## config.mk

```make
export PLATFORM = sky130hd
export DESIGN_NAME = dead_reckoning_pose_integrator
export DESIGN_NICKNAME = d
export VERILOG_FILES = /design/src/hw/rtl/drpi_pkg.sv /design/src/hw/rtl/drpi_cordic.sv /design/src/hw/rtl/dead_reckoning_pose_integrator.sv
export VERILOG_INCLUDE_DIRS = /design/src /design/src/hw/rtl
export SDC_FILE = /design/constraint.sdc
export NUM_CORES = 2
export LEC_CHECK = 0
export BUFFER_PORTS_ARGS = -buffer_cell sky130_fd_sc_hd__buf_2
export CELL_PAD_IN_SITES_DETAIL_PLACEMENT = 0
export CELL_PAD_IN_SITES_GLOBAL_PLACEMENT = 1
export CORE_AREA = 2 2 423 425
export CTS_CLUSTER_SIZE = 40
export DETAILED_ROUTE_END_ITERATION = 6
export DIE_AREA = 0 0 425 427
export GPL_TIMING_DRIVEN = 0
export MAX_ROUTING_LAYER = met4
export PLACE_DENSITY_LB_ADDON = 0.1
export SETUP_SLACK_MARGIN = 0.5
export SYNTH_ARGS = -nofsm -noshare
export SYNTH_HDL_FRONTEND = slang
export SYNTH_SLANG_ARGS = --single-unit
export TNS_END_PERCENT = 100
```

## constraint.sdc

```tcl
create_clock -name clock -period 11 [get_ports clock]
set_clock_uncertainty 0.05 [all_clocks]
set_input_delay 2.2 -clock clock [delete_from_list [all_inputs] [get_ports clock]]
set_output_delay 2.2 -clock clock [all_outputs]
set_load 0.005 [all_outputs]
```

## src/hw/rtl/assert_macros.svh

```systemverilog
// ----------------------------------------------------------------------------
// assert_macros.svh
// Concurrent assertion helpers; they compile to nothing under SYNTHESIS.
// ----------------------------------------------------------------------------
`ifndef ASSERT_MACROS_SVH
`define ASSERT_MACROS_SVH

`ifndef SYNTHESIS

// prop must hold at every clock edge outside reset
`define ASSERT_PROP(label, clk, rst, prop) \
   label: assert property (@(posedge clk) disable iff (rst) prop) \
      else $error("assertion failed");

// cond must never be true at a clock edge outside reset
`define ASSERT_NEVER(label, clk, rst, cond) \
   label: assert property (@(posedge clk) disable iff (rst) !(cond)) \
      else $error("forbidden condition seen");

`else

`define ASSERT_PROP(label, clk, rst, prop)
`define ASSERT_NEVER(label, clk, rst, cond)

`endif

`endif

```

## src/hw/rtl/drpi_pkg.sv

```systemverilog
// ----------------------------------------------------------------------------
// drpi_pkg
// Types and constants shared by the pose integrator and its CORDIC unit.
// ----------------------------------------------------------------------------
package drpi_pkg;

   localparam int PERIOD_W   = 16;
   localparam int CSR_ADDR_W = 3;
   localparam int CSR_DATA_W = 32;
   localparam int TRIG_W     = 32;
   localparam int ATAN_IDX_W = 5;
   localparam int ATAN_DEPTH = 24;

   // event types
   localparam logic REQ_IMU   = 1'b0;
   localparam logic REQ_WHEEL = 1'b1;

   // register indexes (byte address bit 2)
   localparam logic REG_IMU_PERIOD  = 1'b0;
   localparam logic REG_ODOM_PERIOD = 1'b1;

   localparam logic [PERIOD_W-1:0] IMU_PERIOD_RST  = 16'd655;
   localparam logic [PERIOD_W-1:0] ODOM_PERIOD_RST = 16'd3277;

   // CORDIC start vector: 1/gain in Q2.30
   localparam logic signed [TRIG_W-1:0] CORDIC_GAIN = 32'sd652032874;

   // atan(2^-i), 2^32 units per turn
   localparam logic [31:0] ATAN_TABLE [ATAN_DEPTH] = '{
      32'd536870912, 32'd316933406, 32'd167458907, 32'd85004756,
      32'd42667331,  32'd21354465,  32'd10679838,  32'd5340245,
      32'd2670163,   32'd1335087,   32'd667544,    32'd333772,
      32'd166886,    32'd83443,     32'd41722,     32'd20861,
      32'd10430,     32'd5215,      32'd2608,      32'd1304,
      32'd652,       32'd326,       32'd163,       32'd81
   };

   typedef struct packed {
      logic               req_type;
      logic signed [23:0] angular_rate;
      logic signed [15:0] accel;
      logic signed [23:0] wheel_speed;
   } req_payload_type;

   typedef struct packed {
      logic signed [31:0] pos_x;
      logic signed [31:0] pos_y;
      logic signed [15:0] heading;
      logic signed [23:0] speed;
   } rsp_payload_type;

   typedef struct packed {
      logic        start;
      logic [31:0] angle;  // 2^32 units per turn
   } cordic_req_type;

   typedef struct packed {
      logic                     done;
      logic signed [TRIG_W-1:0] cos_val;
      logic signed [TRIG_W-1:0] sin_val;
   } cordic_rsp_type;

endpackage

```

## src/hw/rtl/drpi_cordic.sv

```systemverilog
// ----------------------------------------------------------------------------
// drpi_cordic
// Iterative CORDIC rotator: one micro-rotation per cycle, cos/sin in Q2.30.
// ----------------------------------------------------------------------------
`include "assert_macros.svh"

module drpi_cordic #(
   parameter int ITERS = 16
) (
   input  logic                     clock,
   input  logic                     reset,
   input  drpi_pkg::cordic_req_type cordic_req,
   output drpi_pkg::cordic_rsp_type cordic_rsp
);
   import drpi_pkg::*;

   localparam int ITER_W = $clog2(ITERS);

   logic signed [TRIG_W-1:0] x_ff, x_in, y_ff, y_in;
   logic signed [31:0]       z_ff, z_in;
   logic [ITER_W-1:0]        iter_ff, iter_in;
   logic                     flip_ff, flip_in;
   logic                     busy_ff, busy_in;
   logic                     done_ff, done_in;
   logic signed [TRIG_W-1:0] dx, dy;
   logic signed [31:0]       atan_val;
   logic                     flip_start;

   always_comb begin
      dx         = y_ff >>> iter_ff;
      dy         = x_ff >>> iter_ff;
      atan_val   = signed'(ATAN_TABLE[ATAN_IDX_W'(iter_ff)]);
      flip_start = cordic_req.angle[31] ^ cordic_req.angle[30];

      x_in    = x_ff;
      y_in    = y_ff;
      z_in    = z_ff;
      iter_in = iter_ff;
      flip_in = flip_ff;
      busy_in = busy_ff;
      done_in = 1'b0;

      if (cordic_req.start) begin
         // second and third quadrants are rotated by a half turn
         x_in    = CORDIC_GAIN;
         y_in    = '0;
         z_in    = signed'({cordic_req.angle[31] ^ flip_start, cordic_req.angle[30:0]});
         flip_in = flip_start;
         iter_in = '0;
         busy_in = 1'b1;
      end else if (busy_ff) begin
         if (!z_ff[31]) begin
            x_in = x_ff - dx;
            y_in = y_ff + dy;
            z_in = z_ff - atan_val;
         end else begin
            x_in = x_ff + dx;
            y_in = y_ff - dy;
            z_in = z_ff + atan_val;
         end
         iter_in = iter_ff + 1'b1;
         if (iter_ff == ITER_W'(ITERS - 1)) begin
            busy_in = 1'b0;
            done_in = 1'b1;
         end
      end
   end

   always_ff @(posedge clock) begin
      if (reset) begin
         busy_ff <= 1'b0;
         done_ff <= 1'b0;
      end else begin
         busy_ff <= busy_in;
         done_ff <= done_in;
      end
   end

   always_ff @(posedge clock) begin
      x_ff    <= x_in;
      y_ff    <= y_in;
      z_ff    <= z_in;
      iter_ff <= iter_in;
      flip_ff <= flip_in;
   end

   assign cordic_rsp.done    = done_ff;
   assign cordic_rsp.cos_val = flip_ff ? -x_ff : x_ff;
   assign cordic_rsp.sin_val = flip_ff ? -y_ff : y_ff;

   `ASSERT_NEVER(a_start_while_busy, clock, reset, cordic_req.start && busy_ff)
   `ASSERT_PROP(a_done_ends_run, clock, reset, done_ff |-> !busy_ff)
   `ASSERT_PROP(a_run_needs_start, clock, reset, $rose(busy_ff) |-> $past(cordic_req.start))

endmodule

```

## src/hw/rtl/dead_reckoning_pose_integrator.sv

```systemverilog
// ----------------------------------------------------------------------------
// dead_reckoning_pose_integrator
// Planar pose (x, y, heading) and speed advanced by one IMU or wheel event.
// ----------------------------------------------------------------------------
// Sequence: each request runs through the iterative CORDIC plus five passes through
//   the shared multiplier; no new request is accepted until its result is written,
//   and the final update waits while an earlier result is still held by rsp_stall.
// Reset: pose and speed cleared, periods back to 655 and 3277, no result pending.
// A result waits in an output register while the next request is accepted.
`include "assert_macros.svh"

module dead_reckoning_pose_integrator #(
   parameter int ANGLE_BITS   = 16,
   parameter int CORDIC_ITERS = 16
) (
   input  logic                                clock,
   input  logic                                reset,
   input  logic                                req_valid,
   output logic                                req_stall,
   input  drpi_pkg::req_payload_type           req_payload,
   output logic                                rsp_valid,
   input  logic                                rsp_stall,
   output drpi_pkg::rsp_payload_type           rsp_payload,
   input  logic                                psel,
   input  logic                                penable,
   input  logic                                pwrite,
   input  logic [drpi_pkg::CSR_ADDR_W-1:0]     paddr,
   input  logic [drpi_pkg::CSR_DATA_W-1:0]     pwdata,
   output logic [drpi_pkg::CSR_DATA_W-1:0]     prdata,
   output logic                                pready
);
   import drpi_pkg::*;

   localparam logic [2:0] S_IDLE     = 3'd0;
   localparam logic [2:0] S_MUL_TURN = 3'd1;
   localparam logic [2:0] S_MUL_DIST = 3'd2;
   localparam logic [2:0] S_CORDIC   = 3'd3;
   localparam logic [2:0] S_MUL_X    = 3'd4;
   localparam logic [2:0] S_MUL_Y    = 3'd5;
   localparam logic [2:0] S_MUL_ACC  = 3'd6;
   localparam logic [2:0] S_UPD      = 3'd7;

   localparam logic signed [63:0] HALF_8  = 64'sd128;
   localparam logic signed [63:0] HALF_16 = 64'sd32768;
   localparam logic signed [63:0] HALF_17 = 64'sd65536;
   localparam logic signed [63:0] HALF_38 = 64'sd137438953472;

   function automatic logic signed [31:0] sat32(input logic signed [32:0] v);
      logic signed [31:0] r;
      if (v[32] != v[31]) begin
         r = v[32] ? 32'sh8000_0000 : 32'sh7fff_ffff;
      end else begin
         r = v[31:0];
      end
      return r;
   endfunction

   function automatic logic signed [23:0] sat24(input logic signed [25:0] v);
      logic signed [23:0] r;
      if ((v[25:23] != 3'b000) && (v[25:23] != 3'b111)) begin
         r = v[25] ? 24'sh80_0000 : 24'sh7f_ffff;
      end else begin
         r = v[23:0];
      end
      return r;
   endfunction

   logic [2:0]                state_ff, state_in;
   logic [PERIOD_W-1:0]       imu_period_ff, imu_period_in;
   logic [PERIOD_W-1:0]       odom_period_ff, odom_period_in;
   logic signed [31:0]        x_ff, x_in, y_ff, y_in;
   logic [ANGLE_BITS-1:0]     heading_ff, heading_in;
   logic signed [23:0]        speed_ff, speed_in;
   logic                      rsp_valid_ff, rsp_valid_in;

   req_payload_type           req_ff, req_in;
   logic [PERIOD_W-1:0]       per_ff, per_in;
   logic signed [63:0]        prod_ff, prod_in;
   logic signed [31:0]        d_ff, d_in;
   logic [ANGLE_BITS-1:0]     dth_ff, dth_in;
   rsp_payload_type           rsp_payload_ff, rsp_payload_in;

   logic signed [31:0]        mul_a, mul_b;
   logic signed [63:0]        mul_p;
   logic signed [63:0]        turn_r16, turn_r17, step_full, acc_full;
   logic [ANGLE_BITS-1:0]     mid_angle, heading_new;
   logic signed [31:0]        pos_sel, pos_sat;
   logic signed [32:0]        pos_sum;
   logic signed [25:0]        spd_sum;
   logic signed [23:0]        speed_new;
   logic                      is_wheel, out_free, csr_write;
   cordic_req_type            cordic_req;
   cordic_rsp_type            cordic_rsp;

   drpi_cordic #(
      .ITERS (CORDIC_ITERS)
   ) u_cordic (
      .clock      (clock),
      .reset      (reset),
      .cordic_req (cordic_req),
      .cordic_rsp (cordic_rsp)
   );

   // ---------------- configuration port ----------------
   assign pready    = 1'b1;
   assign csr_write = psel && penable && pwrite && pready;
   assign prdata    = (paddr[2] == REG_ODOM_PERIOD) ?
                      CSR_DATA_W'(odom_period_ff) : CSR_DATA_W'(imu_period_ff);

   always_comb begin
      imu_period_in  = imu_period_ff;
      odom_period_in = odom_period_ff;
      if (csr_write) begin
         if (paddr[2] == REG_ODOM_PERIOD) begin
            odom_period_in = pwdata[PERIOD_W-1:0];
         end else begin
            imu_period_in = pwdata[PERIOD_W-1:0];
         end
      end
   end

   // ---------------- shared multiplier ----------------
   always_comb begin
      mul_b = 32'(signed'({1'b0, per_ff}));
      case (state_ff)
         S_MUL_TURN: mul_a = 32'(req_ff.angular_rate);
         S_MUL_DIST: mul_a = is_wheel ? 32'(req_ff.wheel_speed) : 32'(speed_ff);
         S_MUL_X: begin
            mul_a = d_ff;
            mul_b = cordic_rsp.cos_val;
         end
         S_MUL_Y: begin
            mul_a = d_ff;
            mul_b = cordic_rsp.sin_val;
         end
         S_MUL_ACC:  mul_a = 32'(req_ff.accel);
         default:    mul_a = '0;
      endcase
   end

   assign mul_p = mul_a * mul_b;

   // ---------------- datapath ----------------
   assign is_wheel   = (req_ff.req_type == REQ_WHEEL);
   assign turn_r16   = (prod_ff + HALF_16) >>> 16;
   assign turn_r17   = (prod_ff + HALF_17) >>> 17;
   assign step_full  = (prod_ff + HALF_38) >>> 38;
   assign acc_full   = (prod_ff + HALF_8) >>> 8;
   assign mid_angle  = heading_ff + (is_wheel ? turn_r17[ANGLE_BITS-1:0] : '0);

   assign pos_sel    = (state_ff == S_MUL_Y) ? x_ff : y_ff;
   assign pos_sum    = {pos_sel[31], pos_sel} + step_full[32:0];
   assign pos_sat    = sat32(pos_sum);

   assign spd_sum    = {{2{speed_ff[23]}}, speed_ff} + acc_full[25:0];
   assign speed_new  = is_wheel ? req_ff.wheel_speed : sat24(spd_sum);
   assign heading_new = heading_ff + dth_ff;

   assign cordic_req.start = (state_ff == S_MUL_DIST);
   assign cordic_req.angle = {mid_angle, {(32 - ANGLE_BITS){1'b0}}};

   assign out_free = !rsp_valid_ff || !rsp_stall;

   // ---------------- sequencer ----------------
   always_comb begin
      state_in       = state_ff;
      x_in           = x_ff;
      y_in           = y_ff;
      heading_in     = heading_ff;
      speed_in       = speed_ff;
      req_in         = req_ff;
      per_in         = per_ff;
      prod_in        = prod_ff;
      d_in           = d_ff;
      dth_in         = dth_ff;
      rsp_payload_in = rsp_payload_ff;
      rsp_valid_in   = rsp_valid_ff && rsp_stall;

      case (state_ff)
         S_IDLE: begin
            if (req_valid) begin
               req_in   = req_payload;
               per_in   = (req_payload.req_type == REQ_WHEEL) ?
                          odom_period_ff : imu_period_ff;
               state_in = S_MUL_TURN;
            end
         end
         S_MUL_TURN: begin
            prod_in  = mul_p;
            state_in = S_MUL_DIST;
         end
         S_MUL_DIST: begin
            dth_in   = turn_r16[ANGLE_BITS-1:0];
            prod_in  = mul_p;
            state_in = S_CORDIC;
         end
         S_CORDIC: begin
            // distance stays in prod_ff until the first trig multiply
            d_in = prod_ff[39:8];
            if (cordic_rsp.done) begin
               state_in = S_MUL_X;
            end
         end
         S_MUL_X: begin
            prod_in  = mul_p;
            state_in = S_MUL_Y;
         end
         S_MUL_Y: begin
            x_in     = pos_sat;
            prod_in  = mul_p;
            state_in = S_MUL_ACC;
         end
         S_MUL_ACC: begin
            y_in     = pos_sat;
            prod_in  = mul_p;
            state_in = S_UPD;
         end
         S_UPD: begin
            if (out_free) begin
               heading_in             = heading_new;
               speed_in               = speed_new;
               rsp_payload_in.pos_x   = x_ff;
               rsp_payload_in.pos_y   = y_ff;
               rsp_payload_in.heading = 16'({heading_new, 16'b0} >> ANGLE_BITS);
               rsp_payload_in.speed   = speed_new;
               rsp_valid_in           = 1'b1;
               state_in               = S_IDLE;
            end
         end
         default: state_in = S_IDLE;
      endcase
   end

   always_ff @(posedge clock) begin
      if (reset) begin
         state_ff       <= S_IDLE;
         imu_period_ff  <= IMU_PERIOD_RST;
         odom_period_ff <= ODOM_PERIOD_RST;
         x_ff           <= '0;
         y_ff           <= '0;
         heading_ff     <= '0;
         speed_ff       <= '0;
         rsp_valid_ff   <= 1'b0;
      end else begin
         state_ff       <= state_in;
         imu_period_ff  <= imu_period_in;
         odom_period_ff <= odom_period_in;
         x_ff           <= x_in;
         y_ff           <= y_in;
         heading_ff     <= heading_in;
         speed_ff       <= speed_in;
         rsp_valid_ff   <= rsp_valid_in;
      end
   end

   always_ff @(posedge clock) begin
      req_ff         <= req_in;
      per_ff         <= per_in;
      prod_ff        <= prod_in;
      d_ff           <= d_in;
      dth_ff         <= dth_in;
      rsp_payload_ff <= rsp_payload_in;
   end

   assign req_stall   = (state_ff != S_IDLE);
   assign rsp_valid   = rsp_valid_ff;
   assign rsp_payload = rsp_payload_ff;

   `ASSERT_PROP(a_accept_starts, clock, reset, req_valid && !req_stall |=> state_ff == S_MUL_TURN)
   `ASSERT_PROP(a_rsp_from_update, clock, reset, $rose(rsp_valid_ff) |-> $past(state_ff) == S_UPD)
   `ASSERT_NEVER(a_done_outside_cordic, clock, reset, cordic_rsp.done && state_ff != S_CORDIC)
   `ASSERT_PROP(a_update_waits, clock, reset, state_ff == S_UPD && rsp_valid_ff && rsp_stall |=> state_ff == S_UPD)

endmodule
```

* Word-level counts from Yosys, hierarchy flattened *
Memory sizes are Yosys's and may differ from the RTL's.
Index checks and enable logic that the tools add are counted.

operators by class
  div/mod/pow operators = 0
  shift-type cells = 2
  bitwise logic cells = 5
  $add $sub $neg = 17
  reductions and logical operators = 19
  multiplexer cells = 31
  multiply operators = 1
  equal/unequal tests = 13
  order comparisons = 1

operators by type and width
  kind                      number
  $mux W32                  13
  $pmux W32 S4              1
  $add A32 B32 Y32          3
  $sub A32 B32 Y32          3
  $mux W24                  3
  $add A64 B39 Y64 const B  1
  $mul A32 B32 Y64          1
  $neg A32 Y32              2
  $pmux W32 S2              1
  $sshr A32 B4 Y32          2
  $mux W16                  3
  $add A34 B9 Y34 const B   1
  $add A32 B26 Y33          1
  $add A33 B18 Y33 const B  1
  $add A16 B16 Y16          2
  $add A32 B17 Y32 const B  1
  $add A26 B26 Y26          1
  $pmux W3 S8               1
  $eq A3 B3 Y1 const B      4
  $mux W3                   3
  $reduce_and A2 Y1         4
  $eq A3 B2 Y1 const B      2
  $ge A6 B6 Y1 const B      1
  $mux W1                   6
  other kinds (20)          28

storage, ports and cells
  bits in latches = 0
  memory bits (writable) = 0
  register bits after elaboration = 540
  bits in read-only memories = 1024
  memories = 1
  input bits = 107

memory list
  memory            depth  width  rd ports  clocked after memory_dff  wr ports  RTL line           text
  (name not given)  32     32     1         0                         0         drpi_cordic.sv:32  atan_val = signed'(ATAN_TABLE[ATAN_IDX_W'(iter_ff)]);

* Longest topological paths before layout *
  word-level depth = 8
  gate-level depth with buffers = 42
  gate-level depth less buffers = 39

* By module *
A second synthesis with hierarchy kept.

unflattened totals
  cell total of the unflattened synthesis = 7835
  area total of the unflattened synthesis = 72214.3 um2

by module, submodules not included
  module                          seq. area each (um2)  cells an instance  instances  area each (um2)
  dead_reckoning_pose_integrator  11511.0               5898               1          56803.2
  drpi_cordic                     2392.3                1937               1          15411.0

* Worst setup path after synthesis *
No wires, ideal clock.

  path kind = register to register
  start = register u_cordic.y_ff[3]
  end = register prod_ff[60], data pin
  cell stages (with the launch flop) = 40
  setup time = 271 ps
  arrival = 9727 ps
  period minus slack after synthesis = 10048 ps
  required time = 10679 ps
  slack = 952 ps
  cells stage by stage = dfxtp_1 buf_2 nor4_4 nor3b_2 nand2_1 or4_1 or4_1 or4_4 o41ai_2 xor2_1 nand2_1 o21ai_1 nand2b_1 buf_4 nor2_1 fa_1 inv_1 fa_1 [4 not listed] inv_1 fa_1 fa_1 inv_1 fa_1 fa_1 inv_1 ha_1 a21o_1 a21o_1 nor3_1 o21ai_0 nand3_1 a21oi_1 a2111oi_1 o31ai_1 a2111oi_0 xnor2_1

between the ends
  cells in the longest elaborated chain, start to end = 4

RTL lines
  what                    RTL line                               text
  from (decl)             drpi_cordic.sv:19                      logic signed [TRIG_W-1:0] x_ff, x_in, y_ff, y_in;
  from (signal assigned)  drpi_cordic.sv:81                      y_ff <= y_in;
  $neg A32 Y32            drpi_cordic.sv:89                      assign cordic_rsp.sin_val = flip_ff ? -y_ff : y_ff;
  $mux W32 (*)            drpi_cordic.sv:89
  $pmux W32 S2 (*)        dead_reckoning_pose_integrator.sv:125  case (state_ff)
  $mul A32 B32 Y64 (*)    dead_reckoning_pose_integrator.sv:141  assign mul_p = mul_a * mul_b;
  named net mul_p[60]     dead_reckoning_pose_integrator.sv:84   logic signed [63:0] mul_p;
  to (signal assigned)    dead_reckoning_pose_integrator.sv:259  prod_ff <= prod_in;
  to (decl)               dead_reckoning_pose_integrator.sv:78   logic signed [63:0] prod_ff, prod_in;

The timed path passes the listed nets; every way through them passes the cells marked *.
A chain may end at the register's enable or synchronous reset.

* Final worst setup path *
  start = register u_cordic.y_ff[2]
  end = register prod_ff[62], data pin

The elaborated chain is that of the path after synthesis.

==> results.tsv <==
stage	metric	value	unit
outcome	status	finished with violations	
outcome	violated checks	capacitance limit, slew limit	
power_and_ir_drop	sw power	11.4	mW
clock_tree	H-tree depth	3	
finish	Layout area overhead	13.1	%
clock_tree	CTS tree	built	
min_path	Hold Path Sink	d_ff[27]$_DFFE_PP_	
worst_setup_path	startpoint type of the worst setup path	register	
detailed_routing	met1 WL	124000	um
finish	utilization after layout	46.0	%
logic_synthesis	Main synth FF type	edfxtp_1	
clock_tree	clock buffer depth	3	
detailed_routing	met3 wire len	21500	um
detailed_routing	final wirelength	304000	um
worst_setup_path	Worst EP required	11370	ps
timing	Hold Fails Final Rpt	0	
logic_synthesis	Async S/R FF share, synth	0	%
global_routing	vias in the first global route	61200	
clock_tree	clk sink count	533	
clock_tree	CTS clk-pin slew, worst paths	60	ps
power_and_ir_drop	Int Power	10.7	mW
floorplanning	DIE WIDTH	425	um
worst_setup_path	critical path class	reg2reg	
logic_synthesis	Yosys warning total	0	
timing	shortest period the worst path allows	10800	ps
timing	max_slew headroom	-2.30	%
logic_synthesis	#FFs+latches synth	533	
floorplanning	die footprint	181000	um^2
floorplanning	IO Pins	246	
worst_setup_path	endpoint class of the critical path	register	
clock_tree	Hold Buf Count CTS	0	
finish	# nets final	9879	
logic_synthesis	post-synthesis cell area	72000	um^2
detailed_routing	Routed wire per std cell	28.3	um
worst_setup_path	R2R Setup Slk	200	ps
timing	Final TNS setup	0	ps
power_and_ir_drop	PwrDens	271	nW/um^2
min_path	hold path cells	0	
timing	fin crit share	98.1	%
detailed_routing	top layer in use	met4	
detailed_routing	met2 WL	139000	um
detailed_routing	DRC	0	
finish	Fillers	17700	
worst_setup_path	RR Endpoint	prod_ff[62]$_DFFE_PP_	
power_and_ir_drop	Peak VDD IR	0.000452	V
floorplanning	standard-cell rows	155	
floorplanning	Die Y	427	um
finish	Finished Layout Cells	10700	
finish	most frequent cells in the layout	nand2_1, inv_1, fa_1	
detailed_routing	remaining antenna violation count	0	
flow_run	Maximum Capacitance Violations	1	
logic_synthesis	register area share after synthesis	19.1	%
min_path	hold path start	prod_ff[35]$_DFFE_PP_	
global_routing	Congestion Overflow GR	0	
timing	Max Clk Rate	92.6	MHz
logic_synthesis	count of cell types in the netlist	104	
power_and_ir_drop	Leak Pwr	36.4	nW
detailed_routing	Pre-antenna DRT Iters	6	
worst_setup_path	Max stage delay cell, worst path	fa_2	
clock_tree	CTS root buffer	clkbuf_16	
power_and_ir_drop	Flop pwr share	14.3	%
power_and_ir_drop	Clk pwr share	10.7	%
floorplanning	core area	177000	um^2
worst_setup_path	critical path fanouts, max	6	
timing	Slew Limit Fails	11	
worst_setup_path	CP max stage delay	670	ps
finish	share of post-route cells with drive strength above 1	12.4	%
finish	multi-input combinational cell area	53200	um^2
worst_setup_path	Reg2Reg Depth	37	
placement	HPWL Detailed	250000	um
logic_synthesis	Post-synth EDFFs	307	
finish	FF+latch area	13700	um^2
global_routing	initial antenna violation count	18	
placement	placed insts	10500	
clock_tree	number of CTS-inserted buffers	68	
min_path	Hold WC Path Type	reg2reg	
detailed_routing	via count	60200	
worst_setup_path	critical path arrival	11170	ps
power_and_ir_drop	Switching Share	51.6	%
timing	endpoints failing setup	0	
logic_synthesis	Avg Inst Size Synth	9.13	um^2
worst_setup_path	Most common cell on crit path	fa_1	
worst_setup_path	r2r startpoint	u_cordic.y_ff[2]$_SDFFE_PP0P_	
detailed_routing	initial DRC count	5179	
timing	Worst Max-Slew Pin Slew	1530	ps
floorplanning	Starting Density	40.6	%
placement	Placer Congestion	1.05	
timing	RSZ-0062 raised after global routing	yes	
placement	number of I/O port buffers	209	
global_routing	largest net degree at the start of global routing	58	
clock_tree	Skew-Pair Late Insertion Delay	700	ps
global_routing	first-pass GRT wire length	436000	um
global_routing	Global Route Usage Sum	34.5	%
power_and_ir_drop	Comb pwr share	75.0	%
finish	commonest non-fill, non-tap cell in the layout	nand2_1	
detailed_routing	Vias/cell	5.61	
logic_synthesis	cells after synthesis	7895	
-- worst max-delay path, delay by kind of cell, from the launching register on --
family / cells / cell delay (ps)
AND/OR/NAND/NOR: 11 / 2400
XOR/XNOR: 2 / 340
AO/OA/AOI/OAI: 6 / 1980
buffers and inverters: 9 / 840
flip-flops: 1 / 320
adder cells (fa/ha/maj): 9 / 4570
-- how the worst max path moves through the flow --
stage	startpoint	endpoint	slack (ps)
5_1_grt	u_cordic.y_ff[2]$_SDFFE_PP0P_	prod_ff[62]$_DFFE_PP_	-5
6_report	u_cordic.y_ff[2]$_SDFFE_PP0P_	prod_ff[62]$_DFFE_PP_	200
3_3_place_gp	state_ff[0]$_SDFFE_PP0P_	prod_ff[60]$_DFFE_PP_	-2340
4_1_cts	u_cordic.y_ff[3]$_SDFFE_PP0P_	prod_ff[61]$_DFFE_PP_	270
2_1_floorplan	u_cordic.y_ff[3]$_SDFFE_PP0P_	prod_ff[60]$_DFFE_PP_	950
3_5_place_dp	u_cordic.x_ff[2]$_SDFFE_PP0P_	prod_ff[60]$_DFFE_PP_	-1870
-- synth_stat cells, types with 61 or more instances --
cell type  count  area [um^2]
a21oi_1      351         1760
edfxtp_1     307         9220
dfxtp_1      226         4520
nand3_1      101          505
o21ai_0      194          971
xor2_1       182         1590
nor2b_1       70          438
and2_1        91          569
xnor2_1      254         2220
nand2_1     1171         4400
mux2_2        61          687
a21o_1       136         1020
ha_1         374         4680
mux2i_1      115         1150
clkbuf_1     319         1200
inv_1       1167         4380
fa_1        1088        21800
a211oi_1      67          503
nor2_1       670         2510
-- layout make-up --
type	instances	area share (%)
multi-input combinational	5752	65.3
sequential	533	16.9
inverter	1169	5.40
tap	2355	3.62
buffer	456	3.14
timing repair buffer	330	2.73
clock buffer	94	2.46
clock inverter	27	0.419
antenna	10	0.0307
-- logic make-up after synthesis --
kind of cell	share of synthesized area, %
and+or+nand+nor	14.8
buffers and inverters	8.84
adders and majority gates	36.8
AOI/OAI and AO/OA	10.5
DFF	19.1
xor gates and xnor gates	5.30
muxes	4.74
other	0.0104
-- state kept, by name, summed over array words and instances, names as in the netlist, 4 cells and up --
signal and count:
req_ff 64, d_ff 32, prod_ff 57, speed_ff 24, u_cordic.z_ff 32, imu_period_ff 16
odom_period_ff 16, u_cordic.x_ff 32, x_ff 32, u_cordic.y_ff 32, dth_ff 16, heading_ff 16
per_ff 16, rsp_payload 104, u_cordic.iter_ff 4, y_ff 32
-- power by group through the flow --
stage	registers, mW	logic (mW)	clock network (mW)
floorplan	2.94	10.6	0
global placement	3.17	15.0	0
detailed placement	3.17	15.1	0
CTS	3.14	15.9	2.41
global route	3.18	18.0	2.48
finish	3.16	16.5	2.36
-- metrics by stage --
stage | hold slack (ps) | power (mW) | area (um^2) | setup slack, ps
after floorplan | 350 | 13.5 | 72100 | 952
after global placement | 357 | 18.2 | 76100 | -2340
after detailed placement | 357 | 18.3 | 76400 | -1870
after CTS | 370 | 21.4 | 80600 | 272
after global routing | 375 | 23.7 | 81400 | -5.03
final | 370 | 22.0 | 81500 | 205
-- routing by layer --
layer / track usage [%] / vias up
met5: - / -
met4: 17.4 / 0
met3: 4.94 / 571
met2: 53.7 / 2371
met1: 44.1 / 30900
li1: - / 26300
-- repair_timing --
item / in CTS / in global routing
buffers inserted: 67 / 38
resized for setup: 385 / 184
pin swaps: 75 / 107
gates cloned: 2 / 0
setup endpoints to repair: 47 / 30
No activity file was read; power rests on OpenSTA's default activity.
